### config.mk
export PLATFORM = sky130hd
export DESIGN_NAME = sliding_window_maximum_core
export DESIGN_NICKNAME = d
export VERILOG_FILES = /design/src/swm_pkg.sv /design/src/swm_cell.sv /design/src/sliding_window_maximum_core.sv
export SDC_FILE = /design/constraint.sdc
export NUM_CORES = 2
export LEC_CHECK = 0
export CAP_MARGIN = 20
export CORE_MARGIN = 5
export CORE_UTILIZATION = 55
export DETAILED_ROUTE_END_ITERATION = 12
export DONT_BUFFER_PORTS = 1
export GPL_TIMING_DRIVEN = 0
export PLACE_DENSITY_LB_ADDON = 0.3
export SLEW_MARGIN = 20
export SYNTH_ARGS = -nofsm -noshare
export SYNTH_HDL_FRONTEND = slang
export SYNTH_SLANG_ARGS = --single-unit
export TNS_END_PERCENT = 30
### constraint.sdc
create_clock -name i_clk -period 15.1 [get_ports i_clk]
set_input_delay 1.51 -clock i_clk [delete_from_list [all_inputs] [get_ports i_clk]]
set_output_delay 1.51 -clock i_clk [all_outputs]
set_load 0.01 [all_outputs]
### src/swm_pkg.sv
// Shared constants and types of the sliding window maximum core.
// No dependencies; imported by the cell, the top level and the checker.
package swm_pkg;

    localparam int WINDOW_MAX_DEF   = 64;
    localparam int SAMPLE_WIDTH_DEF = 16;
    localparam int CFG_W            = 7;
    localparam logic [CFG_W-1:0] WINDOW_RESET = CFG_W'(1);

    // Per-transaction controls broadcast along the row of cells
    typedef struct packed {
        logic advance;   // a sample is accepted this cycle
        logic drop;      // the front candidate leaves the window
        logic flush;     // start of a new sequence: treat the queue as empty
        logic clear;     // window size written: empty the queue
    } t_swm_ctl;

    // Status one cell shows its neighbors
    typedef struct packed {
        logic valid;     // cell holds a candidate
        logic keep;      // candidate survives the incoming sample
    } t_swm_link;

endpackage

### src/swm_cell.sv
// One slot of the candidate queue: value, age and valid flag.
// Shifts toward the front on a drop, takes the new sample when it becomes the back.
// Depends on swm_pkg.
module swm_cell #(
    parameter int SAMPLE_WIDTH = swm_pkg::SAMPLE_WIDTH_DEF,
    parameter int AGE_W        = 7
) (
    input  logic                           i_clk,
    input  logic                           i_rst_n,
    input  logic                           i_head,
    input  swm_pkg::t_swm_ctl              i_ctl,
    input  logic signed [SAMPLE_WIDTH-1:0] i_sample,
    input  swm_pkg::t_swm_link             i_prev,
    input  swm_pkg::t_swm_link             i_up,
    input  logic signed [SAMPLE_WIDTH-1:0] i_up_value,
    input  logic        [AGE_W-1:0]        i_up_age,
    output swm_pkg::t_swm_link             o_link,
    output logic signed [SAMPLE_WIDTH-1:0] o_value,
    output logic        [AGE_W-1:0]        o_age,
    output logic signed [SAMPLE_WIDTH-1:0] o_next_value
);
    import swm_pkg::*;

    logic                           r_valid;
    logic                           n_valid;
    logic signed [SAMPLE_WIDTH-1:0] r_value;
    logic signed [SAMPLE_WIDTH-1:0] n_value;
    logic        [AGE_W-1:0]        r_age;
    logic        [AGE_W-1:0]        n_age;

    logic                           kill;
    logic                           keep_raw;
    logic                           src_keep;
    logic signed [SAMPLE_WIDTH-1:0] src_value;
    logic        [AGE_W-1:0]        src_age;
    logic                           prev_ok;

    always_comb begin
        // candidates not above the new sample are popped from the back
        kill      = (r_value <= i_sample);
        keep_raw  = r_valid && !kill && !i_ctl.flush;
        src_keep  = i_ctl.drop ? i_up.keep  : keep_raw;
        src_value = i_ctl.drop ? i_up_value : r_value;
        src_age   = i_ctl.drop ? i_up_age   : r_age;
        // the new sample lands in the first slot past the surviving candidates
        prev_ok   = i_head || (i_ctl.drop ? keep_raw : i_prev.keep);

        n_valid = r_valid;
        n_value = r_value;
        n_age   = r_age;
        if (i_ctl.clear) begin
            n_valid = 1'b0;
        end else if (i_ctl.advance) begin
            n_valid = src_keep || prev_ok;
            if (src_keep) begin
                n_value = src_value;
                n_age   = (src_age == '1) ? src_age : src_age + 1'b1;
            end else begin
                n_value = i_sample;
                n_age   = AGE_W'(1);
            end
        end
    end

    always_ff @(posedge i_clk) begin
        if (!i_rst_n) begin
            r_valid <= 1'b0;
        end else begin
            r_valid <= n_valid;
        end
    end

    always_ff @(posedge i_clk) begin
        r_value <= n_value;
        r_age   <= n_age;
    end

    assign o_link.valid = r_valid;
    assign o_link.keep  = keep_raw;
    assign o_value      = r_value;
    assign o_age        = r_age;
    assign o_next_value = n_value;

endmodule

### src/sliding_window_maximum_core.sv
// Sliding window maximum over a stream of signed samples, built as a row of queue cells.
// The result shows on o_m_tvalid in the cycle after its sample is accepted.
// Throughput: one sample per cycle unless a stalled result holds the input; every cell
// updates in a single step per transaction. Results appear from the window_size-th sample
// of a sequence on, one per sample. Reset (synchronous, i_rst_n low) empties the queue,
// clears the fill count and sets window_size to 1. Depends on swm_pkg and swm_cell.
module sliding_window_maximum_core #(
    parameter int WINDOW_MAX   = swm_pkg::WINDOW_MAX_DEF,
    parameter int SAMPLE_WIDTH = swm_pkg::SAMPLE_WIDTH_DEF,
    parameter int TDATA_W      = ((SAMPLE_WIDTH + 7) / 8) * 8
) (
    input  logic                      i_clk,
    input  logic                      i_rst_n,
    input  logic                      i_s_tvalid,
    output logic                      o_s_tready,
    input  logic [TDATA_W-1:0]        i_s_tdata,   // [SAMPLE_WIDTH-1:0] sample, rest zero
    input  logic                      i_s_tuser,   // [0] start_req
    output logic                      o_m_tvalid,
    input  logic                      i_m_tready,
    output logic [TDATA_W-1:0]        o_m_tdata,   // [SAMPLE_WIDTH-1:0] window_max, rest zero
    input  logic                      i_cfg_we,
    input  logic [swm_pkg::CFG_W-1:0] i_cfg_wdata
);
    import swm_pkg::*;

    localparam int AGE_W = $clog2(WINDOW_MAX + 1);

    logic [CFG_W-1:0]               r_window;
    logic [AGE_W-1:0]               r_fill;
    logic [AGE_W-1:0]               n_fill;
    logic                           r_out_valid;
    logic signed [SAMPLE_WIDTH-1:0] r_out;

    logic                           accept;
    logic [AGE_W-1:0]               win_k;
    logic [AGE_W-1:0]               fill_base;
    logic                           emit;
    logic signed [SAMPLE_WIDTH-1:0] sample;
    t_swm_ctl                       ctl;

    t_swm_link                      link  [WINDOW_MAX];
    logic signed [SAMPLE_WIDTH-1:0] value [WINDOW_MAX];
    logic        [AGE_W-1:0]        age   [WINDOW_MAX];
    logic signed [SAMPLE_WIDTH-1:0] next_value [WINDOW_MAX];

    assign o_s_tready = !r_out_valid || i_m_tready;
    assign accept     = i_s_tvalid && o_s_tready;
    assign sample     = signed'(i_s_tdata[SAMPLE_WIDTH-1:0]);

    // effective window: zero acts as one, oversize acts as WINDOW_MAX
    always_comb begin
        if (r_window == '0) begin
            win_k = AGE_W'(1);
        end else if (32'(r_window) > 32'(WINDOW_MAX)) begin
            win_k = AGE_W'(WINDOW_MAX);
        end else begin
            win_k = AGE_W'(r_window);
        end
    end

    always_comb begin
        ctl.clear   = i_cfg_we;
        ctl.advance = accept && !i_cfg_we;
        ctl.flush   = i_s_tuser;
        ctl.drop    = accept && !i_cfg_we && !i_s_tuser && link[0].valid && (age[0] >= win_k);

        fill_base = i_s_tuser ? '0 : r_fill;
        n_fill    = (32'(fill_base) < 32'(WINDOW_MAX)) ? fill_base + 1'b1 : fill_base;
        emit      = (n_fill >= win_k);
    end

    genvar gi;
    generate
        for (gi = 0; gi < WINDOW_MAX; gi++) begin : g_cell
            t_swm_link                      prev_link;
            t_swm_link                      up_link;
            logic signed [SAMPLE_WIDTH-1:0] up_value;
            logic        [AGE_W-1:0]        up_age;

            if (gi == 0) begin : g_head
                assign prev_link = '0;
            end else begin : g_body
                assign prev_link = link[gi-1];
            end

            if (gi == WINDOW_MAX - 1) begin : g_tail
                assign up_link  = '0;
                assign up_value = '0;
                assign up_age   = '0;
            end else begin : g_inner
                assign up_link  = link[gi+1];
                assign up_value = value[gi+1];
                assign up_age   = age[gi+1];
            end

            swm_cell #(
                .SAMPLE_WIDTH (SAMPLE_WIDTH),
                .AGE_W        (AGE_W)
            ) u_cell (
                .i_clk        (i_clk),
                .i_rst_n      (i_rst_n),
                .i_head       (gi == 0),
                .i_ctl        (ctl),
                .i_sample     (sample),
                .i_prev       (prev_link),
                .i_up         (up_link),
                .i_up_value   (up_value),
                .i_up_age     (up_age),
                .o_link       (link[gi]),
                .o_value      (value[gi]),
                .o_age        (age[gi]),
                .o_next_value (next_value[gi])
            );
        end
    endgenerate

    always_ff @(posedge i_clk) begin
        if (!i_rst_n) begin
            r_window    <= WINDOW_RESET;
            r_fill      <= '0;
            r_out_valid <= 1'b0;
        end else begin
            if (i_cfg_we) begin
                r_window <= i_cfg_wdata;
                r_fill   <= '0;
            end else if (accept) begin
                r_fill <= n_fill;
            end
            if (ctl.advance && emit) begin
                r_out_valid <= 1'b1;
            end else if (i_m_tready) begin
                r_out_valid <= 1'b0;
            end
        end
    end

    // front of the queue after the update is the window maximum
    always_ff @(posedge i_clk) begin
        if (ctl.advance && emit) begin
            r_out <= next_value[0];
        end
    end

    assign o_m_tvalid = r_out_valid;
    assign o_m_tdata  = TDATA_W'($unsigned(r_out));

endmodule

==> impl_metrics.yaml <==
drt:
  wl_um: 397000
  viasPerCell: 7.03
  drt_iter0_drc: 12100
  vias: 85700
  drc_errors: 0
  antenna_left: 0
  firstDrtPassIters: 8
  routedWlPerCell_um: 32.5
power:
  total_power_mw: 11.0
  p_leak_nw: 43.9
  worst_ir_drop_vdd_v: 0.000107
  power_density_nw_per_um2: 97.0
worst_setup_path:
  worstPathRequired_ns: 15.51
  critical_path.max_stage_delay_ns: 0.85
  crit_start: "r_window[1]"
  cpMostUsedCell: "buf_2"
  reg2reg_depth: 19
  critPathArrivalTime_ns: 9.69
  crit_family: "buffers and inverters"
  cp_num_buf_inv: 5
  cp-start-kind: "register"
  path_class: "register to register"
  cp.depth: 19
  worst_setup_path_end_kind: "register"
  path_max_fanout: 11
  crit_slowest_cell: "buf_2"
  rr_startpoint: "r_window[1]"
  cp_cell_sequence: "nor3_1 > a21oi_1 > nor2_1 > ha_1 > nand2b_1 > a2111oi_2 > o31ai_1 > nand2_1 > buf_2 > buf_2 > buf_2 > buf_2 > clkbuf_1 > nand2_1 > nand2_1 > ha_1 > o21ai_1 > xnor2_1 > o21ai_0"
clock_tree:
  post_cts_resized: 0
  clkLatencyLatePin_ns: 0.86
  cts_sinks: 1567
  cts_made_buffers: 173
  cts_root_buf: "clkbuf_16"
  clock_path_buffers: 3
  cts_setup_buffers: 0
  htree_levels: 4
  cts_tree: "built"
  hold_buffers: 0
  path_clk_slew_ns: 0.06
yosys:
  synth_cells: 9315
  synth.top_cell.area_share: 0.430
  async_reset_ff_frac: 0
  synth_seq_cells: 1567
  yosysTopAreaCell: "edfxtp_1"
  synth.avg_cell_area_um2: 11.0
  ys.flop_type: "edfxtp_1"
  synth_area_leaders: "edfxtp_1 (43%), ha_1 (13%), mux2_2 (10%)"
  yosys_warnings: 0
  synth_edf_count: 1472
  ys_types: 90
  syn_nets: 10400
  syn-cell-area_um2: 103000
  ys_seq_area_frac: 0.448
worst_hold_path:
  hp-class: "register to register"
  worstHoldPathCells: 2
  min_from: "r_fill[1]"
sta:
  rsz0062_at_grt: "no"
  max_freq_mhz: 108
  setup_viol: 0
  fin_crit_ns: 9.28
  hold_viol: 0
  fin_skew_ns: 0.0399
  slew_violations: 0
  relSlewSlack: 0.111
  finalCritPeriodShare: 0.615
  fin_tns_setup_ns: 0
  tightestPinTransition_ns: 1.33
job:
  maxCapViolations: 0
grt:
  grt_max_degree: 101
  track_usage: 0.387
  grt_pass1_wl_um: 559000
  grt_pass1_vias: 82900
  grt.overflow.total: 0
  antenna_found_initial: 44
die:
  die_area_um2: 196000
  chipHeight_um: 442
  floorplan.initialDensity: 0.554
  ioPinCount: 47
  core-area_um2: 186000
  num_rows: 158
  die_width_um: 442
placement:
  gp_congestion: 1.02
  hpwl_um: 276000
  portBuffers: 0
  post_dp_cell_area_um2: 107000
  dp.cells: 11800
cells_and_area:
  nFillCells: 14700
  area_growth_pct: 9.86
  nNetsFinal: 10700
  final_cells: 12200
  final_cell_area_um2: 113000
  drive_above_1_share: 0.165
run_status:
  status: "finished clean"
-- cell families (layout without fill, tap and decap cells) --
family	after synthesis	count (layout)	share of synthesized area
buffers and inverters	630	994	0.0252
AND/OR/NAND/NOR	2643	2643	0.123
multiplexers	1306	1306	0.138
other	0	44	0
XOR/XNOR	285	285	0.0243
flip-flops	1567	1567	0.448
AO/OA/AOI/OAI	1781	1781	0.107
adder cells (fa/ha/maj)	1103	1103	0.134
-- Yosys cell counts, types with 15 or more instances --
cell type     n
nor2b_1      79
or4_1        17
a21oi_1     589
a21o_1       76
a2111oi_0    17
inv_1       176
nand4_1     239
nor2_1      575
nand3_1     238
a21boi_0     32
buf_1        21
a22oi_1      26
buf_2       160
and4_1       31
o21a_1       36
nor3_1      196
o21ai_1      34
nor4_1       35
nand2_1     871
dfxtp_1      95
xor2_1       67
a31oi_1     122
mux2_2      927
and2_1       78
o21ai_0     403
edfxtp_1   1472
o22ai_1      35
mux2i_1     379
a211oi_1     83
or2_2        38
clkbuf_1    267
o211ai_1     97
nand2b_1     65
and3_1      101
ha_1       1103
xnor2_1     218
o21bai_1     15
a311oi_1     76
-- worst register-to-register path: cells and delay by family (launching register included) --
kind	cells	cell delay, ns
buffers and inverters	5	3.81
AO/OA/AOI/OAI	5	1.77
AND/OR/NAND/NOR	6	1.60
XOR/XNOR	1	0.85
adder cells (fa/ha/maj)	2	0.46
flip-flops	1	0.36
-- layer usage --
layer  global-route usage  part of all wire  vias up
met5                    0           0.00028        -
met4                0.313             0.095       16
met3                0.118              0.13     1890
met2                0.569              0.42     6387
met1                0.471              0.35    41400
li1                     -                 -    36100
-- flip-flops by register name, summed over array words and instances (netlist names) --
register and count:
g_cell.u_cell.o_age 448, g_cell.u_cell.o_value 1024, g_cell.u_cell.r_valid 64, o_m_tdata 16, o_m_tvalid 1, r_fill 7
r_window 7
-- layout make-up --
type	instances	area, µm²	area share
inverters	177	747	0.00661
multi-input cells	7118	54300	0.481
repair buffers	54	1080	0.00955
plain buffers	453	2000	0.0177
well taps	2480	3100	0.0275
clock inverters	93	831	0.00735
flip-flops and latches	1567	46100	0.408
clock buffers	217	4670	0.0413
diodes	44	110	0.000975
-- worst paths after layout --
path / to / slack (ns)
max: g_cell[52].u_cell.o_age[0] / 5.82
min: r_fill[1] / 0.49
max reg2reg: g_cell[52].u_cell.o_age[0] / 5.82
min reg2reg: r_fill[1] / 0.49
-- layout by cell type (no fill, tap or decap), types with 79 or more instances in the layout --
| cell type | netlist | layout |
|---|---|---|
| mux2_2 | 927 | 927 |
| clkbuf_1 | 267 | 242 |
| edfxtp_1 | 1472 | 1472 |
| inv_1 | 176 | 160 |
| mux2i_1 | 379 | 379 |
| o211ai_1 | 97 | 97 |
| nor2_1 | 575 | 540 |
| buf_2 | 160 | 164 |
| a31oi_1 | 122 | 118 |
| nor3_1 | 196 | 196 |
| clkbuf_16 | 0 | 177 |
| a21oi_1 | 589 | 568 |
| dfxtp_1 | 95 | 95 |
| nand4_1 | 239 | 239 |
| ha_1 | 1103 | 1103 |
| o21ai_0 | 403 | 403 |
| xnor2_1 | 218 | 218 |
| a211oi_1 | 83 | 83 |
| nand2_1 | 871 | 871 |
| and3_1 | 101 | 101 |
| nand3_1 | 238 | 238 |
| nor2b_1 | 79 | 79 |
-- per-stage QoR --
step | setup slack, ns | util | hold slack [ns]
after global routing | 6.02 | 0.608 | 0.504
after global placement | -3.08 | 0.571 | 0.468
after detailed placement | 6.42 | 0.578 | 0.477
after floorplan | 2.54 | - | 0.442
after CTS | 6.40 | 0.608 | 0.482
final | 5.82 | 0.609 | 0.487
-- power breakdown --
group / switching, mW / internal [mW]
registers: 0.159 / 4.99
clock network: 1.92 / 2.38
logic: 0.973 / 0.535
No activity file was read; power rests on OpenSTA's default activity.
